**config.mk**
```make
export PLATFORM = sky130hd
export DESIGN_NAME = sogh_merge
export DESIGN_NICKNAME = d
export VERILOG_FILES = /design/src/hw/rtl/sogh_pkg.sv /design/src/hw/rtl/sogh_merge.sv
export SDC_FILE = /design/constraint.sdc
export NUM_CORES = 1
export LEC_CHECK = 0
export BUFFER_PORTS_ARGS = -buffer_cell sky130_fd_sc_hd__buf_4
export CORE_MARGIN = 3
export CORE_UTILIZATION = 50
export CTS_BUF_LIST = sky130_fd_sc_hd__clkbuf_8
export DETAILED_ROUTE_END_ITERATION = 6
export PLACE_DENSITY = 0.77
export SLEW_MARGIN = 40
export SYNTH_ARGS = -nofsm -noshare
export SYNTH_HDL_FRONTEND = slang
export SYNTH_SLANG_ARGS = --single-unit
export TNS_END_PERCENT = 5
```
**constraint.sdc**
```tcl
create_clock -name clk -period 12.1 [get_ports clk]
set_clock_uncertainty 0.15 [all_clocks]
set_input_delay 0.605 -clock clk [delete_from_list [all_inputs] [get_ports clk]]
set_output_delay 0.605 -clock clk [all_outputs]
set_load 0.01 [all_outputs]
```
**src/hw/rtl/sogh_pkg.sv**
```systemverilog
package sogh_pkg;

    // Store and datapath sizes.
    localparam int MAX_CLASSES = 8;
    localparam int ACC_WIDTH   = 48;
    localparam int NUM_SCORES  = 8;
    localparam int MODE_W      = (MAX_CLASSES > 1) ? $clog2(MAX_CLASSES) : 1;
    localparam int SCORE_W     = 16;
    localparam int ARG_W       = 18;
    localparam int EXP_W       = 17;
    localparam int Y_W         = ARG_W + 17 - 12;
    localparam int VAL_W       = 23;
    localparam int SUM_W       = 26;
    localparam int ESUM_W      = 20;
    localparam int DELTA_W     = 32;
    localparam int H0_W        = 28;
    localparam int OUT_W       = 48;
    localparam int CNT_W       = 32;

    // Fixed point constants.
    localparam int Q16_ONE   = 65536;
    localparam int LOG2E_Q16 = 94548;
    localparam int LN2_Q12   = 2839;

    // Command codes.
    localparam logic [2:0] CMD_ADD_ALL   = 3'd0;
    localparam logic [2:0] CMD_SUB_ALL   = 3'd1;
    localparam logic [2:0] CMD_ADD_ONE   = 3'd2;
    localparam logic [2:0] CMD_SUB_ONE   = 3'd3;
    localparam logic [2:0] CMD_CLEAR_ALL = 3'd4;
    localparam logic [2:0] CMD_CLEAR_ONE = 3'd5;

    // Register indexes.
    localparam logic [1:0] REG_NUM_CLASSES = 2'd0;
    localparam logic [1:0] REG_MODE_MASK   = 2'd1;
    localparam logic [1:0] REG_STRENGTH    = 2'd2;

    typedef struct packed {
        logic [2:0]                cmd;
        logic [2:0]                label;
        logic [2:0]                mode_id;
        logic signed [SCORE_W-1:0] score_0;
        logic signed [SCORE_W-1:0] score_1;
        logic signed [SCORE_W-1:0] score_2;
        logic signed [SCORE_W-1:0] score_3;
        logic signed [SCORE_W-1:0] score_4;
        logic signed [SCORE_W-1:0] score_5;
        logic signed [SCORE_W-1:0] score_6;
        logic signed [SCORE_W-1:0] score_7;
    } item_t;

    typedef struct packed {
        logic signed [OUT_W-1:0] gradient_sum;
        logic signed [OUT_W-1:0] hessian_sum;
        logic signed [CNT_W-1:0] sample_count;
    } result_t;

    typedef struct packed {
        logic              start;
        logic [EXP_W-1:0]  em;
        logic [ESUM_W-1:0] esum;
    } div_req_t;

    typedef struct packed {
        logic             done;
        logic [EXP_W-1:0] q;
    } div_rsp_t;

    // Mantissa table of 2^(-j/16) in Q16.
    function automatic logic [EXP_W-1:0] pow2_tab(input logic [4:0] idx);
        logic [EXP_W-1:0] v;
        case (idx)
            5'd0:    v = 17'd65536;
            5'd1:    v = 17'd62757;
            5'd2:    v = 17'd60097;
            5'd3:    v = 17'd57549;
            5'd4:    v = 17'd55109;
            5'd5:    v = 17'd52773;
            5'd6:    v = 17'd50535;
            5'd7:    v = 17'd48393;
            5'd8:    v = 17'd46341;
            5'd9:    v = 17'd44376;
            5'd10:   v = 17'd42495;
            5'd11:   v = 17'd40693;
            5'd12:   v = 17'd38968;
            5'd13:   v = 17'd37316;
            5'd14:   v = 17'd35734;
            5'd15:   v = 17'd34219;
            5'd16:   v = 17'd32768;
            default: v = 17'd32768;
        endcase
        return v;
    endfunction

endpackage

```
**src/hw/rtl/sogh_merge.sv**
```systemverilog
module sogh_merge (
    input  logic                                            clk,
    input  logic [sogh_pkg::NUM_SCORES-1:0][sogh_pkg::VAL_W-1:0] vals,
    input  logic [sogh_pkg::NUM_SCORES-1:0]                  en,
    output logic [sogh_pkg::SUM_W-1:0]                      sum
);
    import sogh_pkg::*;

    logic [SUM_W-1:0] sum_c;
    logic [SUM_W-1:0] sum_reg;

    // Adds the enabled lane values.
    always_comb
    begin
        sum_c = '0;
        for (int i = 0; i < NUM_SCORES; i++)
        begin
            if (en[i])
            begin
                sum_c = sum_c + SUM_W'(vals[i]);
            end
        end
    end

    always_ff @(posedge clk)
    begin
        sum_reg <= sum_c;
    end

    assign sum = sum_reg;

endmodule

```
Word level (Yosys, flattened, before mapping)
Index checks and enable logic that the tools add are counted.
W data, S select, Z words.
{"block": "word_totals", "input_bits": 193, "ramBits": 0, "out_inout_bits": 26, "elab_cells": 16, "mem_bits_ro": 0, "mem_count": 0, "ff_bits": 26, "latch_bits": 0}
{"block": "op_classes", "n_div": 0, "add_sub_neg": 7, "reduce_logical": 0, "magnitude_cmp": 0, "bitwise": 0, "n_eq_ne": 0, "shift": 0, "n_mux": 8, "n_mul": 0}
{"operator": "$add A26 B23 Y26", "n": 7}
{"operator": "$mux W26", "n": 7}
{"operator": "$mux W23", "n": 1}

Logic depth before layout (Yosys ltp)
{"block": "depth", "ltp_word": 15, "mapped_depth": 65, "ltp_nobuf": 64}

Worst setup path after synthesis
OpenSTA, ideal clock, no wires.
{"block": "synth_timing", "kind": "input-to-reg", "from": "input en[0] (netlist name)", "to": "register sum_reg[25] (netlist: sum[25])", "required_ns": 11.830, "t_arrival_ns": 11.001, "cell_stages": 61, "setup_time_ns": 0.120, "path_slack_ns": 0.828, "path_cell_list": "buf_4 -> clkbuf_1 -> clkbuf_1 -> and2_1 -> ha_1 -> a21oi_2 -> xnor2_1 -> nand2_1 -> xor2_1 -> ha_1 -> a21oi_1 -> o21ai_0 -> a21o_1 -> a21o_1 -> xor2_1 -> mux2_2 -> ha_1 -> or4_1 -> [25 not listed] -> a21oi_1 -> nand2b_1 -> a21oi_1 -> xnor2_1 -> a21oi_1 -> o31ai_1 -> ha_1 -> a21o_1 -> a21oi_1 -> nor3b_1 -> o21ai_0 -> a31oi_1 -> nor2b_1 -> o21ai_0 -> o21ai_0 -> a21oi_1 -> mux2i_1 -> xnor2_1"}
{"block": "synth_between", "elab_chain_len": 15}
{"item": "start, declared", "line_no": "sogh_merge.sv:4", "rtl": "input logic [sogh_pkg::NUM_SCORES-1:0] en,"}
{"item": "$mux W23 (*)", "line_no": "sogh_merge.sv:18", "rtl": "if (en[i])"}
{"item": "$add A26 B23 Y26", "line_no": "sogh_merge.sv:20", "rtl": "sum_c = sum_c + SUM_W'(vals[i]);"}
{"item": "$mux W26 (*)", "line_no": "sogh_merge.sv:18"}
{"item": "$add A26 B23 Y26", "line_no": "sogh_merge.sv:20"}
{"item": "$mux W26 (*)", "line_no": "sogh_merge.sv:18"}
{"item": "$add A26 B23 Y26", "line_no": "sogh_merge.sv:20"}
{"item": "$mux W26 (*)", "line_no": "sogh_merge.sv:18"}
{"item": "$add A26 B23 Y26", "line_no": "sogh_merge.sv:20"}
{"item": "$mux W26 (*)", "line_no": "sogh_merge.sv:18"}
{"item": "$add A26 B23 Y26", "line_no": "sogh_merge.sv:20"}
{"item": "$mux W26 (*)", "line_no": "sogh_merge.sv:18"}
{"item": "$add A26 B23 Y26", "line_no": "sogh_merge.sv:20"}
{"item": "$mux W26 (*)", "line_no": "sogh_merge.sv:18"}
{"item": "$add A26 B23 Y26", "line_no": "sogh_merge.sv:20"}
{"item": "$mux W26 (*)", "line_no": "sogh_merge.sv:18"}
{"item": "named net sum_c[25]", "line_no": "sogh_merge.sv:9", "rtl": "logic [SUM_W-1:0] sum_c;"}
{"item": "end signal, assigned", "line_no": "sogh_merge.sv:27", "rtl": "sum_reg <= sum_c;"}
{"item": "end, declared", "line_no": "sogh_merge.sv:10", "rtl": "logic [SUM_W-1:0] sum_reg;"}
The timed path passes the listed nets; every way through them passes the cells marked *.

Final worst setup path
Ends and elaborated chain as after synthesis.

==> metrics.txt <==
Netlist cell types 87; Root Buffer clkbuf_8; Fin Hold WS 0.513 ns; initial DRC count 833; mapped cell area 10,700 sq um; Core Rows 52; number of CTS-inserted buffers 3; Setup-failing EPs final 0; CP Max Fanout 14; commonest non-fill, non-tap cell in the layout buf_4; CORE AREA 20,600 sq um; Initial Util 0.517; vias per cell 5.96; Die Area 23,100 sq um; Data arrival, critical path 11.28 ns; Comb pwr share 0.933; RePlAce Congestion 0.963; Sink Count 26; Max Slew Vio Count 0; status completed; Sw Ratio 0.509; fin crit share 0.930; Clock Path Buffers 2; PnR worst setup slack 0.843 ns; drt pass-1 iters 5; Multi-input gate area 9890 sq um; Fillers 1,902; cells after synthesis 1,453; pre-CTS WS -0.100 ns; largest net degree at the start of global routing 40; DRC errors left 0; Placed Instances 1,910; Routed WL 32,600 um; Seq/Total Area, Yosys 0.0488; average wire per standard cell 17.0 um; sequential power share 0.045; Largest register FFs 26; dpl cell area 12,500 sq um; TNS Setup 0 ns; Crit. Startpoint en[0]; CTS tree built; pwr/cell area 262 nW/um^2; CP Capture Point sum[25]; Syn Nets 1,821; Final nets 2,018; total track usage 0.264; Post-synth EDFFs 0; Net Sw Power 0.00172 W; Hold Crit Start vals[161]; DP HPWL 27,600 um; clock slew at reported path FFs 0.10 ns; I/O pin count 219; Seq cells post-synth 26; layout cells sized above 1 0.223; Sequential cell area 520 sq um; final hold violation count 0; vias in the first global route 11,000; initial antenna violation count 1; CP Capture Type register; Final ANT Viol Nets 0; total gr overflow 0; H-tree depth 1; PortBufs 218; # hold bufs at CTS 0; filler-free cell count of the finished design 1,920; Die H 152 um; vias 11,400; Die Wd 152 um; worst path required time 12.12 ns; Crit path largest cell delay 0.55 ns; CP dominant cell by count a21o_1; Lkg Pwr 5.98 nW; final instance area 12,900 sq um; MaxCap Viol Count 0; Peak VDD IR 190 uV; Fmax achieved 88.8 MHz; Ys Warns 0; measured slew at the worst slew-check pin 0.646 ns; Critical-path top delay cell or4_4; RSZ-0062 raised after global routing false; commonest cells after routing, fill and taps aside 228 x buf_4, 159 x ha_1, 132 x a21oi_1; ys async rst share 0; critical path type input port to register; first-pass GRT wire length 52,800 um; Mean Syn Cell Area 7.34 sq um; min cycle time layout 11.26 ns; Layout Area Growth over Synthesis 20.7%; Relative slew margins 0.567; clock share of power 0.022; crit path launch type input port; HP Class input port to register; Pint 0.00166 W; top_reg_cell synth dfxtp_1
## final cells by class
cell class              instances  share of cell area
multi-input cells            1303               0.768
repair buffers                229               0.134
flip-flops and latches         26              0.0405
well taps                     270              0.0263
inverters                      87              0.0254
clock buffers                   3             0.00321
clock inverters                 1             0.00233
diodes                          1            0.000194
## cells by family after synthesis
kind of cell    Yosys count  share of synthesized area
compound gates          531                      0.330
simple gates            376                      0.164
fa+ha+maj               175                      0.210
xor+xnor                138                      0.115
buf+inv                 124                     0.0458
mux                      83                     0.0855
flops                    26                     0.0488
## per-stage QoR
| stage | power [W] | utilization |
|---|---|---|
| after floorplan | 0.00253 | - |
| after global placement | 0.00308 | 0.607 |
| after detailed placement | 0.00315 | 0.607 |
| after CTS | 0.00324 | 0.611 |
| after global routing | 0.00375 | 0.624 |
| final | 0.00337 | 0.624 |
## repair_timing
action | in CTS | in global routing
gates resized for setup | 0 | 53
buffers inserted | 0 | 5
setup endpoints to repair | 0 | 8
hold endpoints to repair | 0 | 0
## how the worst min path moves through the flow
stage          endpoint  slack, ns  cells past startpoint
3_3_place_gp     sum[0]       0.80                      3
2_1_floorplan    sum[0]       0.71                      2
3_5_place_dp     sum[0]       0.81                      3
6_report         sum[0]       0.51                      3
4_1_cts          sum[0]       0.51                      3
5_1_grt          sum[0]       0.53                      3
## synthesized netlist by cell type, drive strengths merged, types with 26 or more instances
master | number | area (sq um)
ha | 168 | 2100
a21oi | 142 | 718
nand2 | 125 | 469
o21ai | 116 | 588
nor2 | 101 | 379
xnor2 | 85 | 759
inv | 82 | 308
mux2 | 65 | 732
a21o | 57 | 435
xor2 | 53 | 472
o21a | 45 | 338
nor3 | 28 | 145
clkbuf | 26 | 97.6
dfxtp | 26 | 521
## layer usage
metal,wire [um],vias up,GRT usage,share of wire
li1,-,5764,-,-
met3,1990,48,0.0449,0.061
met2,14900,377,0.435,0.46
met5,0,-,0,0
met4,754,0,0.0591,0.023
met1,15000,5249,0.361,0.46
## power groups by stage
stage	registers (W)	logic (W)	clock network [W]
6_report	0.000153	0.00314	0.0000741
2_1_floorplan	0.000178	0.00236	0
4_1_cts	0.000154	0.00301	0.0000764
5_1_grt	0.000158	0.00351	0.0000797
3_5_place_dp	0.000156	0.00299	0
3_3_place_gp	0.000155	0.00292	0
## critical path, delay by kind of cell
kind | cells | cell delay, ns
mux | 4 | 0.83
buf+inv | 6 | 0.73
compound gates | 23 | 3.55
xor+xnor | 7 | 1.15
fa+ha+maj | 8 | 2.24
simple gates | 11 | 2.14
Note: power is estimated with default switching activity, not from simulation.
