$ cat config.mk
export PLATFORM = sky130hd
export DESIGN_NAME = sogh_div
export DESIGN_NICKNAME = d
export VERILOG_FILES = /design/src/hw/rtl/sogh_pkg.sv /design/src/hw/rtl/sogh_div.sv
export SDC_FILE = /design/constraint.sdc
export NUM_CORES = 1
export LEC_CHECK = 0
export BUFFER_PORTS_ARGS = -buffer_cell sky130_fd_sc_hd__buf_2
export CELL_PAD_IN_SITES_DETAIL_PLACEMENT = 0
export CELL_PAD_IN_SITES_GLOBAL_PLACEMENT = 1
export CORE_ASPECT_RATIO = 1.25
export CORE_MARGIN = 2
export CORE_UTILIZATION = 50
export CTS_BUF_LIST = sky130_fd_sc_hd__clkbuf_4 sky130_fd_sc_hd__clkbuf_8 sky130_fd_sc_hd__clkbuf_16
export DETAILED_ROUTE_END_ITERATION = 10
export PLACE_DENSITY = 0.94
export SYNTH_ARGS = -nofsm -noshare
export SYNTH_HDL_FRONTEND = slang
export SYNTH_SLANG_ARGS = --single-unit
$ cat constraint.sdc
create_clock -name clk -period 5.53 [get_ports clk]
set_clock_uncertainty 0.1 [all_clocks]
set_input_delay 0.8295 -clock clk [delete_from_list [all_inputs] [get_ports clk]]
set_output_delay 0.8295 -clock clk [all_outputs]
set_load 0.1 [all_outputs]
$ cat src/hw/rtl/sogh_pkg.sv
package sogh_pkg;

    // Store and datapath sizes.
    localparam int MAX_CLASSES = 8;
    localparam int ACC_WIDTH   = 48;
    localparam int NUM_SCORES  = 8;
    localparam int MODE_W      = (MAX_CLASSES > 1) ? $clog2(MAX_CLASSES) : 1;
    localparam int SCORE_W     = 16;
    localparam int ARG_W       = 18;
    localparam int EXP_W       = 17;
    localparam int Y_W         = ARG_W + 17 - 12;
    localparam int VAL_W       = 23;
    localparam int SUM_W       = 26;
    localparam int ESUM_W      = 20;
    localparam int DELTA_W     = 32;
    localparam int H0_W        = 28;
    localparam int OUT_W       = 48;
    localparam int CNT_W       = 32;

    // Fixed point constants.
    localparam int Q16_ONE   = 65536;
    localparam int LOG2E_Q16 = 94548;
    localparam int LN2_Q12   = 2839;

    // Command codes.
    localparam logic [2:0] CMD_ADD_ALL   = 3'd0;
    localparam logic [2:0] CMD_SUB_ALL   = 3'd1;
    localparam logic [2:0] CMD_ADD_ONE   = 3'd2;
    localparam logic [2:0] CMD_SUB_ONE   = 3'd3;
    localparam logic [2:0] CMD_CLEAR_ALL = 3'd4;
    localparam logic [2:0] CMD_CLEAR_ONE = 3'd5;

    // Register indexes.
    localparam logic [1:0] REG_NUM_CLASSES = 2'd0;
    localparam logic [1:0] REG_MODE_MASK   = 2'd1;
    localparam logic [1:0] REG_STRENGTH    = 2'd2;

    typedef struct packed {
        logic [2:0]                cmd;
        logic [2:0]                label;
        logic [2:0]                mode_id;
        logic signed [SCORE_W-1:0] score_0;
        logic signed [SCORE_W-1:0] score_1;
        logic signed [SCORE_W-1:0] score_2;
        logic signed [SCORE_W-1:0] score_3;
        logic signed [SCORE_W-1:0] score_4;
        logic signed [SCORE_W-1:0] score_5;
        logic signed [SCORE_W-1:0] score_6;
        logic signed [SCORE_W-1:0] score_7;
    } item_t;

    typedef struct packed {
        logic signed [OUT_W-1:0] gradient_sum;
        logic signed [OUT_W-1:0] hessian_sum;
        logic signed [CNT_W-1:0] sample_count;
    } result_t;

    typedef struct packed {
        logic              start;
        logic [EXP_W-1:0]  em;
        logic [ESUM_W-1:0] esum;
    } div_req_t;

    typedef struct packed {
        logic             done;
        logic [EXP_W-1:0] q;
    } div_rsp_t;

    // Mantissa table of 2^(-j/16) in Q16.
    function automatic logic [EXP_W-1:0] pow2_tab(input logic [4:0] idx);
        logic [EXP_W-1:0] v;
        case (idx)
            5'd0:    v = 17'd65536;
            5'd1:    v = 17'd62757;
            5'd2:    v = 17'd60097;
            5'd3:    v = 17'd57549;
            5'd4:    v = 17'd55109;
            5'd5:    v = 17'd52773;
            5'd6:    v = 17'd50535;
            5'd7:    v = 17'd48393;
            5'd8:    v = 17'd46341;
            5'd9:    v = 17'd44376;
            5'd10:   v = 17'd42495;
            5'd11:   v = 17'd40693;
            5'd12:   v = 17'd38968;
            5'd13:   v = 17'd37316;
            5'd14:   v = 17'd35734;
            5'd15:   v = 17'd34219;
            5'd16:   v = 17'd32768;
            default: v = 17'd32768;
        endcase
        return v;
    endfunction

endpackage

$ cat src/hw/rtl/sogh_div.sv
module sogh_div (
    input  logic               clk,
    input  logic               rst_n,
    input  sogh_pkg::div_req_t req,
    output sogh_pkg::div_rsp_t rsp
);
    import sogh_pkg::*;

    logic [ESUM_W-1:0] rem_reg;
    logic [ESUM_W-1:0] dvs_reg;
    logic [EXP_W-1:0]  bits_reg;
    logic [EXP_W-1:0]  q_reg;
    logic [4:0]        cnt_reg;
    logic              busy_reg;
    logic              done_reg;
    logic [ESUM_W:0]   trial;
    logic              ge;

    // One quotient bit per cycle; the caller guarantees a quotient below 2^17.
    always_comb
    begin
        trial = {rem_reg, bits_reg[EXP_W-1]};
        ge    = trial >= (ESUM_W + 1)'(dvs_reg);
    end

    always_ff @(posedge clk or negedge rst_n)
    begin
        if (!rst_n)
        begin
            busy_reg <= 1'b0;
            done_reg <= 1'b0;
            cnt_reg  <= '0;
        end
        else
        begin
            done_reg <= 1'b0;
            if (req.start)
            begin
                rem_reg  <= ESUM_W'(req.em[EXP_W-1:1]);
                bits_reg <= {req.em[0], {(EXP_W-1){1'b0}}};
                dvs_reg  <= req.esum;
                q_reg    <= '0;
                cnt_reg  <= 5'(EXP_W);
                busy_reg <= 1'b1;
            end
            else if (busy_reg)
            begin
                rem_reg  <= ge ? ESUM_W'(trial - (ESUM_W + 1)'(dvs_reg)) : trial[ESUM_W-1:0];
                bits_reg <= {bits_reg[EXP_W-2:0], 1'b0};
                q_reg    <= {q_reg[EXP_W-2:0], ge};
                cnt_reg  <= cnt_reg - 5'd1;
                if (cnt_reg == 5'd1)
                begin
                    busy_reg <= 1'b0;
                    done_reg <= 1'b1;
                end
            end
        end
    end

    assign rsp.done = done_reg;
    assign rsp.q    = q_reg;

endmodule

; Word level (Yosys, flattened, before mapping)
; Cells that the tools add are included.
[totals]
register_bits = 81
inputBits = 40
output_inout_bits = 18
elab_cells = 30
[classes]
add_sub_neg = 2
n_lt_le_gt_ge = 1
n_eq_ne = 1
muxes = 14
reduce_logical = 3
[op_table]
columns = operator, n
row1 = $mux 17, 3
row2 = $mux 20, 2
row3 = $ge 21x20->1, 1
row4 = $sub 20x20->20, 1
row5 = $mux 16, 1
row6 = $mux 5, 2
row7 = $mux 1, 6
row8 = $eq 5x1->1 const B, 1
row9 = $sub 5x1->5 const B, 1
row10 = $reduce_and 2->1, 2
row11 = $reduce_bool 2->1, 1

; Depth between registers and ports, before layout
[depth]
ltp_word = 4
ltp_mapped = 12
mapped_depth_nobuf = 10

; Least setup slack after synthesis
; Ideal clock, no wire load.
[synth_path]
kind = reg2reg
from = reg rem_reg[5]
to = reg rem_reg[2], data pin
setup_ns = 0.261
arrival_time_ns = 2.342
t_required_ns = 5.169
setup_slack_ns = 2.828
path_stages_with_launch = 10
path_buffers = 1
period_less_slack_ns = 2.702
cell_sequence = edfxtp_1 -> ha_1 -> a21o_1 -> a221o_1 -> nor2_2 -> a21oi_4 -> o31ai_4 -> nand2_4 -> buf_6 -> a221o_1
[synth_between]
elab_chain_len = 4
[synth_rtl]
columns = item, line_no
row1 = "start, declared", sogh_div.sv:9  ; logic [ESUM_W-1:0] rem_reg;
row2 = "start signal, assigned", sogh_div.sv:39  ; rem_reg <= ESUM_W'(req.em[EXP_W-1:1]);
row3 = "start signal, assigned", sogh_div.sv:48  ; rem_reg <= ge ? ESUM_W'(trial - (ESUM_W + 1)'(dvs_reg)) : trial[ESUM_W-1:0];
row4 = $ge 21x20->1, sogh_div.sv:23  ; ge = trial >= (ESUM_W + 1)'(dvs_reg);
row5 = $mux 20, sogh_div.sv:48
row6 = $mux 20, sogh_div.sv:46  ; else if (busy_reg)
row7 = $mux 16, sogh_div.sv:37  ; if (req.start)
; Every way passes these cells. The select of a mux whose other input is x is not followed.
; A chain may end at the register's enable or synchronous reset.

; Worst setup path in the final report
[layout_path]
from = reg rem_reg[14]
to = reg rem_reg[18], data pin
[layout_between]
elab_chain_len = 3
word_cells_on_any_way = 4
classes_between = add/sub: 1 / order compare: 1 / mux: 2
[layout_rtl]
columns = item, line_no
row1 = $sub 20x20->20 or $ge 21x20->1 (tied branches), "sogh_div.sv:48, sogh_div.sv:23"
row2 = $mux 20 *, sogh_div.sv:48
row3 = $mux 20 *, sogh_div.sv:46
; Mark *: on every way between the ends. The rest lies on a longest branch, timed or not. The select of a mux whose other input is x is not followed.

==> summary.txt <==
Floorplanning
  • Die area: 10320 um^2
  • Initial Util: 0.5158
  • Die span in y: 113.1 um
  • Core area: 9223 um^2
  • Die W: 91.24 um
  • Row count: 39
  • I/O pin cnt: 58

STA
  • F_max: 298.7 MHz
  • RSZ-0062 raised after global routing: false
  • Worst hold slack: 0.4442 ns
  • Hold Fails Final Rpt: 0
  • Max-slew violation count: 0
  • Slew HR: 0.3034
  • Fin Setup TNS: 0 ns
  • Endpoints failing setup: 0
  • Worst-Margin Slew: 1.045 ns
  • Fin crit period: 3.348 ns
  • Period utilisation layout: 0.6055
  • Worst setup margin: 2.182 ns

Layout
  • Final Cell Area: 5409 um^2
  • Layout Nets: 537
  • Layout Area Growth over Synthesis: 13.70%
  • Share of cells above drive strength 1: 0.1983
  • Finished Layout Cells: 602
  • Antenna cells: 0

Routing
  • DR vias: 3512
  • DR WL/cell: 17.18 um
  • Drt drc: 0
  • Post-route ant nets: 0
  • Initial detailed-routing violation count: 270
  • Final wirelength: 10340 um
  • DR pass1 iterations: 4
  • Vias per inst: 5.834

Clock tree
  • Total CTS buffers: 9
  • Postcts setup bufs: 0
  • Clock sinks: 81
  • Post-CTS Hold Fix Bufs: 0
  • Clock Latency Late Sink: 0.34 ns
  • Cts repair resizes: 0
  • H-tree depth: 3
  • Max Root-Sink Buffers: 2
  • CTS tree: yes
  • Root buffer selected by CTS: clkbuf_16
  • Reg clk slew, reported paths: 0.06 ns

Placement
  • Placed Cells incl. Taps: 586
  • Setup WS pre-CTS: 2.226 ns
  • Global placer's final weighted congestion: 0.8401
  • HPWL Detailed: 6950 um
  • I/O Buffers: 57
  • Placed cell area: 5110 um^2

Synthesis
  • Mapped Area: 4757 um^2
  • Synth top area share: 0.4671
  • Synthesized net count: 487
  • Compound-Gate Fraction of Synth Area: 0.1512
  • Synth cell count leaders: edfxtp_1, nor2_1, mux2i_1
  • Largest family of logic cells by synthesized area: compound AO/OA/AOI/OAI gates
  • Post-synthesis simple-gate area fraction: 0.1410
  • Predominant post-synthesis flop cell: edfxtp_1
  • Post-Syn Area per Cell: 11.22 um^2
  • Area contributors post-synth: edfxtp_1, mux2i_1, ha_1, nor2_1, dfrtp_1
  • Ys Warns: 0
  • Adder-cell area share of the yosys netlist: 0.06207
  • Sequential area share after synthesis: 0.5039
  • Post-synthesis mux area share: 0.06523
  • Synth Instances: 424
  • Post-Synth XOR/XNOR Area: 0.03130
  • Post-synth EDFFs: 74
  • Top-count cell post-synth: edfxtp_1
  • Area leader, netlist: edfxtp_1
  • Synth async-reset ratio: 0.08642
  • Synth Register Bits: 81
  • Library cells used by synthesis: 64

Critical path
  • Worst Path Buf+Inv: 0
  • Critical path fanouts, max: 18
  • Critical path startpoint category: flop
  • Max incr delay on CP: 0.73 ns
  • Worst path slowest cell: o31a_1
  • Cell family with most CP delay: compound AO/OA/AOI/OAI gates
  • Worst EP arrival: 3.33 ns
  • Element type at the critical path end: flop
  • Worst-path cell chain: ha_1 -> nand4_2 -> or4_4 -> a21oi_4 -> o31a_1 -> nor3_1 -> a311o_1
  • Worst EP required: 5.51 ns
  • Kind of critical path: reg2reg

Global routing
  • GRT Total Usage: 0.2095
  • Vias in the first global route: 3570
  • Antenna violations before repair: 0
  • GRT overflow: 0
  • Largest net degree at the start of global routing: 49
  • First-pass GRT wire length: 17210 um

Outcome
  • Status: finished clean

Worst hold path
  • Worst Hold Class: reg2reg

Power and ir drop
  • Maximum VDD drop: 275.7 uV
  • Power Density: 431.8 nW/um^2
  • Static Leakage: 2.347 nW

Job
  • Max cap viols: 0
-- worst min-delay path, delay by kind of cell, from the launching register on --
family,cells,cell delay [ns]
flops,1,0.36
simple gates,1,0.07
xor+xnor,1,0.08
-- routing by layer --
metal | global-route usage | vias to the layer above | part of all wire
met5 | 0 | - | 0
met4 | 0.08586 | 0 | 0.025
met3 | 0.03795 | 22 | 0.055
met2 | 0.3654 | 115 | 0.50
met1 | 0.2565 | 1700 | 0.42
li1 | - | 1675 | -
-- final cells by class --
| cell class | count | area [um^2] |
|---|---|---|
| fill | 771 | 3814 |
| sequential | 81 | 2399 |
| multi-input combinational | 296 | 2145 |
| timing repair buffer | 62 | 322.8 |
| clock buffer | 10 | 232.7 |
| tap | 123 | 153.9 |
| inverter | 24 | 90.09 |
| clock inverter | 6 | 66.31 |
-- cell families (layout without fill, tap and decap cells) --
logic type	after synthesis	after routing
AO/OA/AOI/OAI	88	88
XOR/XNOR	17	17
adder cells (fa/ha/maj)	23	23
buffers and inverters	47	102
flip-flops	81	81
multiplexers	31	31
AND/OR/NAND/NOR	137	137
-- through the flow --
step,utilization,power (mW)
after floorplan,-,1.566
after global routing,0.5865,2.454
final,0.5865,2.336
after CTS,0.5865,2.337
after detailed placement,0.5541,1.730
after global placement,0.5541,1.707
-- where the power goes --
group	internal, mW	switching, mW
clock	0.356	0.248
sequential	0.791	0.0570
combinational	0.326	0.558
-- final timing paths --
kind	from	end	slack (ns)	depth (start not counted)
worst max-delay path	rem_reg[14]	rem_reg[18]	2.18	7
worst min register to register	cnt_reg[4]	cnt_reg[4]	0.44	2
max in group asynchronous	rst_n	busy_reg	4.43	2
worst max register to register	rem_reg[14]	rem_reg[18]	2.18	7
worst min-delay path	cnt_reg[4]	cnt_reg[4]	0.44	2
min in group asynchronous	rst_n	cnt_reg[4]	0.49	2
-- placed cells by master (no fill, tap or decap), drive strengths merged, types with 14 or more instances in the layout --
cell,synthesis,routed
edfxtp,74,74
buf,9,62
inv,24,26
nand2,29,29
ha,22,22
nor3,14,14
nor2,55,55
mux2i,31,31
a21oi,14,14
Note: power is estimated with default switching activity, not from simulation.
